===== src/rtl/bchd_pkg.sv =====
// Package for the button combination hotkey detector: types, register codes and constants.
`default_nettype none

package bchd_pkg;

  // Fixed register file layout
  localparam int unsigned HkSlots    = 4;   // combo/time register pairs
  localparam int unsigned CfgIdxW    = 3;
  localparam int unsigned CfgDataW   = 36;
  localparam int unsigned TimeW      = 32;
  localparam int unsigned BtnW       = 32;
  localparam int unsigned PlayerW    = 3;

  // Parameter defaults
  localparam int unsigned NumHotkeysDef = 4;
  localparam int unsigned NumPlayersDef = 8;

  // Register indexes: combos first, then thresholds
  localparam logic [CfgIdxW-1:0] RegComboBase = 3'd0;
  localparam logic [CfgIdxW-1:0] RegTimeBase  = 3'd4;

  // Combo register fields
  localparam int unsigned ComboModeLsb = 32;
  localparam int unsigned ComboGlobBit = 34;
  localparam int unsigned ComboEnBit   = 35;

  // Trigger modes
  localparam logic [1:0] ModeHold    = 2'd0;
  localparam logic [1:0] ModeRelease = 2'd1;
  localparam logic [1:0] ModeTap     = 2'd2;

  // Request codes
  localparam logic [1:0] ReqReport = 2'd0;
  localparam logic [1:0] ReqGlobal = 2'd1;
  localparam logic [1:0] ReqReset  = 2'd2;

  localparam logic [BtnW-1:0] BtnNone = 32'h0000_0000;

  typedef struct packed {
    logic [1:0]         req_type;
    logic [BtnW-1:0]    buttons;
    logic [PlayerW-1:0] player;
    logic [TimeW-1:0]   now_ms;
  } in_item_t;

  typedef struct packed {
    logic [1:0]         hotkey_index;
    logic [PlayerW-1:0] player_index;
    logic               from_merged;
    logic [TimeW-1:0]   held_ms;
    logic               last;
  } out_item_t;

  // State and results carried down the cell chain
  typedef struct packed {
    logic [TimeW-1:0]                hold_start;
    logic [HkSlots-1:0]              held;
    logic [HkSlots-1:0]              fired;
    logic [BtnW-1:0]                 buttons;
    logic [TimeW-1:0]                now_ms;
    logic                            want_global;
    logic [PlayerW-1:0]              player;
    logic                            merged;
    logic [HkSlots-1:0]              fire;
    logic [HkSlots-1:0][TimeW-1:0]   held_ms;
  } tok_t;

endpackage

`default_nettype wire


===== src/rtl/button_combo_hotkey_detector_unit.sv =====
// Top level of the button combination hotkey detector.
// Flow: an item runs down the chain of NumHotkeys cells and is registered in each; its
// results are registered at the chain end and follow one per cycle while out_stall_i is low.
// Throughput: one item at a time; the next is taken after the chain drains and the last
// result is taken; reset and ignored items do not enter the chain.
// Reset: asynchronous, clears configuration, per-player state and merged state.
`default_nettype none

module button_combo_hotkey_detector_unit
  import bchd_pkg::*;
#(
  parameter int unsigned NumHotkeys = NumHotkeysDef,
  parameter int unsigned NumPlayers = NumPlayersDef
) (
  input  wire logic                clk_i,
  input  wire logic                rst_ni,
  input  wire logic                in_valid_i,
  output logic                     in_stall_o,
  input  wire in_item_t            in_item_i,
  output logic                     out_valid_o,
  input  wire logic                out_stall_i,
  output out_item_t                out_item_o,
  input  wire logic                cfg_we_i,
  input  wire logic [CfgIdxW-1:0]  cfg_idx_i,
  input  wire logic [CfgDataW-1:0] cfg_data_i
);

  localparam int unsigned PidxW = (NumPlayers > 1) ? $clog2(NumPlayers) : 1;

  // Configuration
  logic [HkSlots-1:0][CfgDataW-1:0] combo_q;
  logic [HkSlots-1:0][TimeW-1:0]    thr_q;

  // Per-player and merged state
  logic [TimeW-1:0]   start_q [NumPlayers];
  logic [HkSlots-1:0] held_q  [NumPlayers];
  logic [HkSlots-1:0] fired_q [NumPlayers];
  logic [BtnW-1:0]    mbtn_q;
  logic [TimeW-1:0]   mstart_q;
  logic [HkSlots-1:0] mheld_q, mfired_q;

  // Result walker
  logic [HkSlots-1:0]            pend_q;
  logic [HkSlots-1:0][TimeW-1:0] res_ms_q;
  logic [PlayerW-1:0]            res_pl_q;
  logic                          res_mrg_q;

  logic               in_acc, in_range, launch, out_acc, busy;
  logic [PidxW-1:0]   pidx, end_pidx;
  tok_t               tok_in;
  logic [NumHotkeys-1:0] vld;
  tok_t               tok [NumHotkeys];
  logic               vld_end;
  tok_t               tok_end;
  logic [1:0]         sel;
  logic [HkSlots-1:0] sel_oh;

  assign in_acc   = in_valid_i && !in_stall_o;
  assign in_range = int'(in_item_i.player) < int'(NumPlayers);
  assign pidx     = PidxW'(in_item_i.player);
  assign launch   = in_acc && ((in_item_i.req_type == ReqReport && in_range) ||
                               in_item_i.req_type == ReqGlobal);

  // Configuration writes
  always_ff @(posedge clk_i or negedge rst_ni) begin
    if (!rst_ni) begin
      combo_q <= '0;
      thr_q   <= '0;
    end else if (cfg_we_i) begin
      if (cfg_idx_i < RegTimeBase) begin
        combo_q[2'(cfg_idx_i - RegComboBase)] <= cfg_data_i;
      end else begin
        thr_q[2'(cfg_idx_i - RegTimeBase)] <= cfg_data_i[TimeW-1:0];
      end
    end
  end

  // Token launched into the first cell
  always_comb begin
    tok_in         = '0;
    tok_in.now_ms  = in_item_i.now_ms;
    if (in_item_i.req_type == ReqGlobal) begin
      tok_in.hold_start  = mstart_q;
      tok_in.held        = mheld_q;
      tok_in.fired       = mfired_q;
      tok_in.buttons     = mbtn_q;
      tok_in.want_global = 1'b1;
      tok_in.merged      = 1'b1;
    end else begin
      tok_in.hold_start = start_q[pidx];
      tok_in.held       = held_q[pidx];
      tok_in.fired      = fired_q[pidx];
      tok_in.buttons    = in_item_i.buttons;
      tok_in.player     = in_item_i.player;
    end
  end

  // Cell chain, one cell per hotkey
  for (genvar k = 0; k < NumHotkeys; k++) begin : g_cell
    bchd_cell #(
      .Idx(k)
    ) u_cell (
      .clk_i      (clk_i),
      .rst_ni     (rst_ni),
      .tok_valid_i((k == 0) ? launch : vld[(k == 0) ? 0 : k-1]),
      .tok_i      ((k == 0) ? tok_in : tok[(k == 0) ? 0 : k-1]),
      .combo_i    (combo_q[k]),
      .thr_i      (thr_q[k]),
      .tok_valid_o(vld[k]),
      .tok_o      (tok[k])
    );
  end

  assign vld_end  = vld[NumHotkeys-1];
  assign tok_end  = tok[NumHotkeys-1];
  assign end_pidx = PidxW'(tok_end.player);

  // Player state: reset items and write-back at the chain end
  always_ff @(posedge clk_i or negedge rst_ni) begin
    if (!rst_ni) begin
      for (int p = 0; p < int'(NumPlayers); p++) begin
        start_q[p] <= '0;
        held_q[p]  <= '0;
        fired_q[p] <= '0;
      end
    end else if (in_acc && in_item_i.req_type == ReqReset && in_range) begin
      start_q[pidx] <= '0;
      held_q[pidx]  <= '0;
      fired_q[pidx] <= '0;
    end else if (vld_end && !tok_end.merged) begin
      start_q[end_pidx] <= tok_end.hold_start;
      held_q[end_pidx]  <= tok_end.held;
      fired_q[end_pidx] <= tok_end.fired;
    end
  end

  // Merged state
  always_ff @(posedge clk_i or negedge rst_ni) begin
    if (!rst_ni) begin
      mbtn_q   <= BtnNone;
      mstart_q <= '0;
      mheld_q  <= '0;
      mfired_q <= '0;
    end else begin
      if (in_acc && in_item_i.req_type == ReqReport && in_range) begin
        mbtn_q <= mbtn_q | in_item_i.buttons;
      end else if (in_acc && in_item_i.req_type == ReqGlobal) begin
        mbtn_q <= BtnNone;
      end
      if (vld_end && tok_end.merged) begin
        mstart_q <= tok_end.hold_start;
        mheld_q  <= tok_end.held;
        mfired_q <= tok_end.fired;
      end
    end
  end

  // Result walker: lowest pending hotkey first
  always_comb begin
    sel = '0;
    for (int i = HkSlots - 1; i >= 0; i--) begin
      if (pend_q[i]) begin
        sel = 2'(i);
      end
    end
  end

  assign sel_oh  = HkSlots'(1) << sel;
  assign out_acc = out_valid_o && !out_stall_i;

  always_ff @(posedge clk_i or negedge rst_ni) begin
    if (!rst_ni) begin
      pend_q <= '0;
    end else if (vld_end) begin
      pend_q <= tok_end.fire;
    end else if (out_acc) begin
      pend_q <= pend_q & ~sel_oh;
    end
  end

  always_ff @(posedge clk_i) begin
    if (vld_end) begin
      res_ms_q  <= tok_end.held_ms;
      res_pl_q  <= tok_end.player;
      res_mrg_q <= tok_end.merged;
    end
  end

  assign out_valid_o             = pend_q != '0;
  assign out_item_o.hotkey_index = sel;
  assign out_item_o.player_index = res_pl_q;
  assign out_item_o.from_merged  = res_mrg_q;
  assign out_item_o.held_ms      = res_ms_q[sel];
  assign out_item_o.last         = (pend_q & ~sel_oh) == '0;

  // Busy while a token is in the chain or results wait
  assign busy       = (vld != '0) || out_valid_o;
  assign in_stall_o = busy;

endmodule

`default_nettype wire


===== src/rtl/bchd_cell.sv =====
// One hotkey cell: updates its combo's held/fired bits and the shared hold start, and flags fires.
`default_nettype none

module bchd_cell
  import bchd_pkg::*;
#(
  parameter int unsigned Idx = 0
) (
  input  wire logic                clk_i,
  input  wire logic                rst_ni,
  input  wire logic                tok_valid_i,
  input  wire tok_t                tok_i,
  input  wire logic [CfgDataW-1:0] combo_i,
  input  wire logic [TimeW-1:0]    thr_i,
  output logic                     tok_valid_o,
  output tok_t                     tok_o
);

  logic             vld_q;
  tok_t             tok_q, tok_d;
  logic [BtnW-1:0]  mask;
  logic [1:0]       mode;
  logic             active, match, was;
  logic [TimeW-1:0] diff;

  assign mask   = combo_i[BtnW-1:0];
  assign mode   = combo_i[ComboModeLsb+1:ComboModeLsb];
  assign active = combo_i[ComboEnBit] && (combo_i[ComboGlobBit] == tok_i.want_global);
  assign match  = (tok_i.buttons & mask) == mask;
  assign was    = tok_i.held[Idx];

  // Cell update
  always_comb begin
    tok_d = tok_i;
    diff  = tok_i.now_ms - tok_i.hold_start;
    if (active) begin
      if (match) begin
        if (!was) begin
          tok_d.hold_start = tok_i.now_ms;
          tok_d.fired[Idx] = 1'b0;
        end
        tok_d.held[Idx] = 1'b1;
        diff = tok_i.now_ms - tok_d.hold_start;
        if (mode == ModeHold && !tok_d.fired[Idx] && diff >= thr_i) begin
          tok_d.fire[Idx]    = 1'b1;
          tok_d.held_ms[Idx] = diff;
          tok_d.fired[Idx]   = 1'b1;
        end
      end else begin
        if (was && ((mode == ModeRelease && diff >= thr_i) ||
                    (mode == ModeTap && diff < thr_i))) begin
          tok_d.fire[Idx]    = 1'b1;
          tok_d.held_ms[Idx] = diff;
        end
        tok_d.held[Idx]  = 1'b0;
        tok_d.fired[Idx] = 1'b0;
      end
    end
  end

  // Hand over to the next cell
  always_ff @(posedge clk_i or negedge rst_ni) begin
    if (!rst_ni) begin
      vld_q <= 1'b0;
    end else begin
      vld_q <= tok_valid_i;
    end
  end

  always_ff @(posedge clk_i) begin
    tok_q <= tok_d;
  end

  assign tok_valid_o = vld_q;
  assign tok_o       = tok_q;

endmodule

`default_nettype wire


===== config.mk =====
export PLATFORM = sky130hd
export DESIGN_NAME = button_combo_hotkey_detector_unit
export DESIGN_NICKNAME = d
export VERILOG_FILES = /design/src/rtl/bchd_pkg.sv /design/src/rtl/button_combo_hotkey_detector_unit.sv /design/src/rtl/bchd_cell.sv
export SDC_FILE = /design/constraint.sdc
export NUM_CORES = 2
export LEC_CHECK = 0
export BUFFER_PORTS_ARGS = -buffer_cell sky130_fd_sc_hd__buf_4
export CAP_MARGIN = 20
export CORE_UTILIZATION = 35
export DETAILED_ROUTE_END_ITERATION = 6
export HOLD_SLACK_MARGIN = 0.15
export PLACE_DENSITY = 0.48
export REMOVE_ABC_BUFFERS = 1
export SLEW_MARGIN = 25
export SYNTH_ARGS = -nofsm -noshare
export SYNTH_HDL_FRONTEND = slang
export SYNTH_SLANG_ARGS = --single-unit

===== constraint.sdc =====
create_clock -name clk_i -period 14.61 [get_ports clk_i]
set_clock_uncertainty 0.1 [all_clocks]
set_input_delay 0.7305 -clock clk_i [delete_from_list [all_inputs] [get_ports clk_i]]
set_output_delay 0.7305 -clock clk_i [all_outputs]
set_load 0.01 [all_outputs]

### Word level (Yosys, flattened, before mapping)

Index checks and enable logic that the tools add are counted.

| operators by class | value |
|---|---|
| magnitude comparators | 22 |
| equality and inequality tests | 18 |
| reductions and logical operators | 62 |
| bitwise operators | 15 |
| multiplexer cells | 119 |
| $add $sub $neg | 9 |
| shift-type cells | 1 |

Operators with widths:

| kind | number |
|---|---|
| $mux 32 | 43 |
| $mux 256 | 2 |
| $and 256x256->256 | 1 |
| $bwmux 256 | 1 |
| $ge 32x32->1 | 8 |
| $not 256->256 | 1 |
| $sub 32x32->32 | 8 |
| $and 32x32->32 | 6 |
| $demux 32 s3 | 2 |
| $bwmux 144 | 1 |
| $bwmux 128 | 1 |
| $eq 32x32->1 | 4 |
| $lt 32x32->1 | 4 |
| $bmux 32 s3 | 1 |
| $demux 36 s2 | 1 |
| $mux 72 | 1 |
| $bmux 32 s2 | 1 |
| $bwmux 32 | 2 |
| $demux 32 s2 | 1 |
| $mux 1 | 44 |
| $logic_and 1x1->1 | 36 |
| $mux 36 | 1 |
| $mux 33 | 1 |
| $mux 4 | 8 |
| other kinds (26) | 67 |

| storage, ports and cells | value |
|---|---|
| flip-flop bits (word level) | 1502 |
| output and inout port bits | 41 |

### Logic depth before layout (Yosys ltp)

| depth | value |
|---|---|
| depth in word-level cells | 15 |
| gate-level depth with buffers | 35 |
| mapped depth without buffers | 30 |

### Hierarchy

Synthesis repeated with hierarchy kept, for this count alone.

| unflattened totals | value |
|---|---|
| cells, all modules | 7070 |
| area, all modules | 77352.9 um2 |

Modules (own cells, without submodules):

| module | area each (um2) | seq. area each (um2) | instances | cells an instance |
|---|---|---|---|---|
| button_combo_hotkey_detector_unit | 32277.2 | 20679.8 | 1 | 2305 |
| bchd_cell (g_cell[3].u_cell) | 11407.2 | 4849.7 | 1 | 1196 |
| bchd_cell (g_cell[1].u_cell) | 11272.1 | 4849.7 | 1 | 1191 |
| bchd_cell (g_cell[0].u_cell) | 11248.3 | 4849.7 | 1 | 1200 |
| bchd_cell (g_cell[2].u_cell) | 11148.2 | 4849.7 | 1 | 1178 |

### Least setup slack after synthesis

OpenSTA, ideal clock, no wires.

| timing path | value |
|---|---|
| path type | input port to flip-flop |
| from | input port in_item_i[33] (netlist name) |
| to | register g_cell[0].u_cell.tok_q, in the netlist g_cell[0].u_cell.tok_o[26] |
| data arrival time | 6.607 ns |
| cell stages on the path | 28 |
| path buffers | 5 |
| data required time | 14.393 ns |
| path slack | 7.786 ns |
| cells stage by stage | buf_2 buf_1 buf_1 mux2_2 a221oi_1 o221ai_1 o21ai_0 ha_1 a21o_1 a2111oi_2 o31a_1 o22ai_1 o21bai_1 o41a_1 a21o_1 a21oi_1 xor2_1 ha_1 nand4_1 nor4_1 a221o_1 nor2_1 o2bb2ai_1 and3_1 clkbuf_1 and2_0 clkbuf_1 a22o_1 |

| on the way | value |
|---|---|
| word-level cells in the longest chain between the ends | 13 |
| elaborated cells on any way between the ends | 32 |

RTL lines:

| element | RTL line | source |
|---|---|---|
| from (decl) | button_combo_hotkey_detector_unit.sv:19 | `input wire in_item_t in_item_i,` |
| $not 3->4 (implied by the code) * | button_combo_hotkey_detector_unit.sv:90, button_combo_hotkey_detector_unit.sv:91, button_combo_hotkey_detector_unit.sv:92 |  |
| $bmux 32 s3 (tied with other cells) | button_combo_hotkey_detector_unit.sv:90 | `tok_in.hold_start = start_q[pidx];` |
| $mux 32 (implied by the code) (tied with other cells) (2 in series) | button_combo_hotkey_detector_unit.sv:90 |  |
| $mux 72 * | button_combo_hotkey_detector_unit.sv:82 | `if (in_item_i.req_type == ReqGlobal) begin` |
| $mux 32 or $mux 1 (tied branches) | bchd_cell.sv:38 | `if (!was) begin` |
| $mux 32 or $mux 1 (tied branches) | bchd_cell.sv:37 | `if (match) begin` |
| $mux 32 or $mux 1 (tied branches) | bchd_cell.sv:36 | `if (active) begin` |
| $sub 32x32->32 or $logic_not 1->1 (tied branches) | bchd_cell.sv:43, bchd_cell.sv:44 |  |
| $ge 32x32->1 or $logic_and 1x1->1 (tied branches) | bchd_cell.sv:44 | `if (mode == ModeHold && !tok_d.fired[Idx] && diff >= thr_i) begin` |
| $logic_and 1x1->1 | bchd_cell.sv:44 |  |
| $mux 32 | bchd_cell.sv:44 |  |
| $mux 32 * | bchd_cell.sv:37 |  |
| to (signal assigned) | bchd_cell.sv:71 | `tok_q <= tok_d;` |
| to (decl) | bchd_cell.sv:20 | `tok_t tok_q, tok_d;` |

Mark *: on every way between the ends. The rest lies on a longest branch, timed or not. The select of a mux whose other input is x is not followed.
A chain may end at the register's enable or synchronous reset.

### Worst setup path after layout

| timing path | value |
|---|---|
| from | input port in_item_i[34] (netlist name) |
| to | register g_cell[0].u_cell.tok_q, in the netlist g_cell[0].u_cell.tok_o[3] |

Same word-level chain as after synthesis.

==> results by group <==
Power and ir drop
  – Pleak: 35.4 nW
  – Clock share of power: 35.8%
  – Cell-internal power: 0.00855 W
  – Final Power: 0.0125 W
  – Power share of the combinational group: 24.3%
  – Maximum VDD drop: 94.1 µV
  – Net load switching power: 0.00395 W
  – PwrDens: 156 mW/mm²
  – Register share of total power: 39.8%
  – Switching portion of total power: 31.6%

Placement
  – Cells after DPL: 9034
  – Detailed Place HPWL: 178 mm
  – Placer Congestion: 0.915
  – Number of port buffers: 153

Clock network
  – CTS tree: yes
  – CTS Sinks: 1502
  – Clock Tree Root: clkbuf_16
  – CTS Buffer Depth: 3
  – Worst-path clk slew: 0.06 ns
  – Post-CTS sizing: 0
  – Hold buffers post-CTS: 84
  – Clock Latency Late Sink: 0.83 ns
  – # Post-CTS Setup Buffers: 0
  – CTS Buf Count: 168
  – H-Tree Depth: 4

Drt
  – WL final: 239 mm
  – Post-route ant nets: 0
  – DR pass1 iterations: 7
  – DR iter-0 viols: 3993
  – WL met2: 106 mm
  – Met1 WL: 112 mm
  – DR vias/cell: 5.35
  – Post-route DRC: 0
  – Routed length per instance: 25.3 µm
  – DR WL met3: 11.9 mm
  – Vias: 50500
  – Max layer used: met5

Worst setup path
  – CP Data Arrival Time: 9.01 ns
  – Crit. End Element: register
  – Worst r2r path cells: 24
  – Most used cell, CP: buf_4
  – Setup Crit Path Kind: primary input to register
  – Slowest cell on the critical path: nor2b_4
  – Worst flop-to-flop path endpoint: g_cell[1].u_cell.tok_o[58]$_SDFF_PN0_
  – Slowest stage delay, CP: 0.65 ns
  – FF-to-FF setup slack: 6.69 ns
  – R2r startpoint: g_cell[0].u_cell.tok_o[206]$_DFF_P_
  – Critical Path Start Type: primary input
  – Critical path fanouts, max: 64
  – CP required: 15.25 ns

Logic synthesis
  – Synth Cell Area: 0.0692 mm²
  – Multiplexer share of the synthesized area: 7.33%
  – Largest family of logic cells by synthesized area: compound AO/OA/AOI/OAI gates
  – Number of synthesized register bits: 1502
  – Seq/Total Area, Yosys: 50.2%
  – XOR/XNOR Fraction of Synth Area: 2.91%
  – Async S/R FF share, synth: 44.7%
  – Post-synthesis adder-cell area fraction: 9.34%
  – Synthesized-area fraction occupied by and/or/nand/nor cells: 7.72%
  – Mapped Cells: 6485
  – Number of flops mapped to enable cells by yosys: 132
  – Synth Area in Compound Gates: 18.6%
  – Post-synth cell types: 95
  – Ys Warns: 0
  – Avg Cell Area, Syn: 10.7 µm²
  – Main synth FF type: dfxtp_1

GRT
  – Global-route wire length before repair: 347 mm
  – GRT Util Overall: 23.7%
  – Total grt overflow: 0
  – Largest net degree at the start of global routing: 184
  – Vias in the first global route: 50759
  – Antenna violations before repair: 32

Layout
  – Fraction of layout instances using a drive strength above 1: 12.7%
  – Reg area: 0.0348 mm²
  – Multi-input gate area: 0.0320 mm²
  – Non-filler cells, final: 9448
  – Utilization after layout: 41.0%
  – Fill count: 18934
  – Most common cell after layout, fill and taps aside: dfxtp_1
  – Final #Nets: 7290
  – Area Growth Syn to Fin: 15.9%
  – Most frequent cells in the layout: 695 x dfxtp_1, 671 x dfrtp_1, 504 x ha_1

Run
  – MaxCap Viol Count: 0

Worst hold path
  – Worst min-delay path startpoint: cfg_data_i[26]
  – Hold Path Sink: combo_q[62]$_DFFE_PN0P_
  – Hold Path Depth: 3
  – Hold crit path type: primary input to register

Floorplan
  – DIE AREA: 0.200 mm²
  – Starting Density: 35.4%
  – Chip Width: 447 µm
  – Row count: 162
  – # IOs: 154
  – Die H: 447 µm
  – Core area: 0.196 mm²

Timing
  – Relative slew margins: 19.4%
  – Final Max Tran Viols: 0
  – Min Tclk post-route: 8.37 ns
  – Hold slack: 0.215 ns
  – Final Hold Viols: 0
  – Achievable clock frequency: 0.119 GHz
  – Unrepaired setup endpoints after global routing: false
  – Period utilisation layout: 57.3%
  – Worst slew pin tran: 1.21 ns
  – # setup viols final: 0
  – Setup tns final: 0 ns

Run status
  – Status: finished clean
[worst max path at each step]
stage	slack [ns]	from	endpoint
global route	5.69	in_item_i[34]	g_cell[0].u_cell.tok_o[3]$_SDFF_PN0_
floorplan	5.21	in_item_i[68]	g_cell[0].u_cell.tok_o[18]$_SDFF_PN0_
detailed placement	5.48	in_item_i[34]	g_cell[0].u_cell.tok_o[3]$_SDFF_PN0_
CTS	6.37	in_item_i[34]	g_cell[0].u_cell.tok_o[3]$_SDFF_PN0_
finish	6.24	in_item_i[34]	g_cell[0].u_cell.tok_o[3]$_SDFF_PN0_
global placement	5.21	in_item_i[34]	g_cell[0].u_cell.tok_o[0]$_SDFF_PN0_
[routing by layer]
metal	up-vias	GRT usage [%]
li1	23794	-
met4	2	8.63
met1	24951	33.7
met3	346	2.76
met2	1407	37.0
met5	-	0
[flip-flops by register name (all words and copies together) (netlist names)]
name                       cells
pend_q                         4
fired_q                       32
combo_q                      144
g_cell.u_cell.tok_valid_o      4
mfired_q                       4
res_pl_q                       3
thr_q                        128
start_q                      256
mstart_q                      32
mbtn_q                        32
g_cell.u_cell.tok_o          698
res_mrg_q                      1
res_ms_q                     128
held_q                        32
mheld_q                        4
[power groups by stage]
stage / Clock [W] / Combinational (W) / Sequential (W)
global placement: 0 / 0.00297 / 0.00505
finish: 0.00448 / 0.00304 / 0.00498
global route: 0.00475 / 0.00337 / 0.00503
floorplan: 0 / 0.00205 / 0.00494
CTS: 0.00458 / 0.00303 / 0.00497
detailed placement: 0 / 0.00300 / 0.00505
[cell usage after synthesis (all sizes together) (26+ instances only)]
cell type	instances	area share (%)
dfxtp	698	20
dfrtp	672	24
ha	504	9.1
nor2	444	2.4
a21oi	443	3.2
inv	418	2.3
nand2	365	2.0
a22o	342	4.3
o21ai	338	2.4
mux2	242	3.9
clkbuf	233	1.3
a21o	213	2.3
mux2i	176	2.5
xnor2	155	2.0
a22oi	143	1.6
edfxtp	132	5.7
xor2	75	0.95
buf	74	0.42
nand4	64	0.58
o22ai	63	0.57
nand3	57	0.41
a221oi	48	0.62
nand2b	45	0.41
o21a	45	0.49
nor3	43	0.31
nor2b	37	0.33
o21bai	36	0.39
and3	31	0.28
a31oi	29	0.28
and2	26	0.23
mux4	26	0.85
[cell families after synthesis]
kind of cell / count (synthesis)
adder cells (fa/ha/maj): 512
AND/OR/NAND/NOR: 1187
buffers and inverters: 725
multiplexers: 444
AO/OA/AOI/OAI: 1885
XOR/XNOR: 230
flip-flops: 1502
[cell type report]
cell class	instances	area share [%]
tap	2624	4.09
timing repair buffer	317	3.29
sequential	1502	43.3
multi-input combinational	4258	39.9
clock inverter	65	1.19
clock buffer	253	6.23
antenna	11	0.0343
inverter	418	1.95
[critical path: cells and delay by family]
family                     cells  cell delay [ns]
muxes                          1             0.29
buffers and inverters          6             2.13
AOI/OAI and AO/OA             15             3.18
and+or+nand+nor                6             1.54
adders and majority gates      3             0.89
xor gates and xnor gates       1             0.11
[through the flow]
step / worst slack (ns) / area, µm²
finish: 6.24 / 80300
global route: 5.69 / 80200
CTS: 6.37 / 80200
detailed placement: 5.48 / 73400
global placement: 5.21 / 73400
floorplan: 5.21 / 68100
Note: power is estimated with default switching activity, not from simulation.
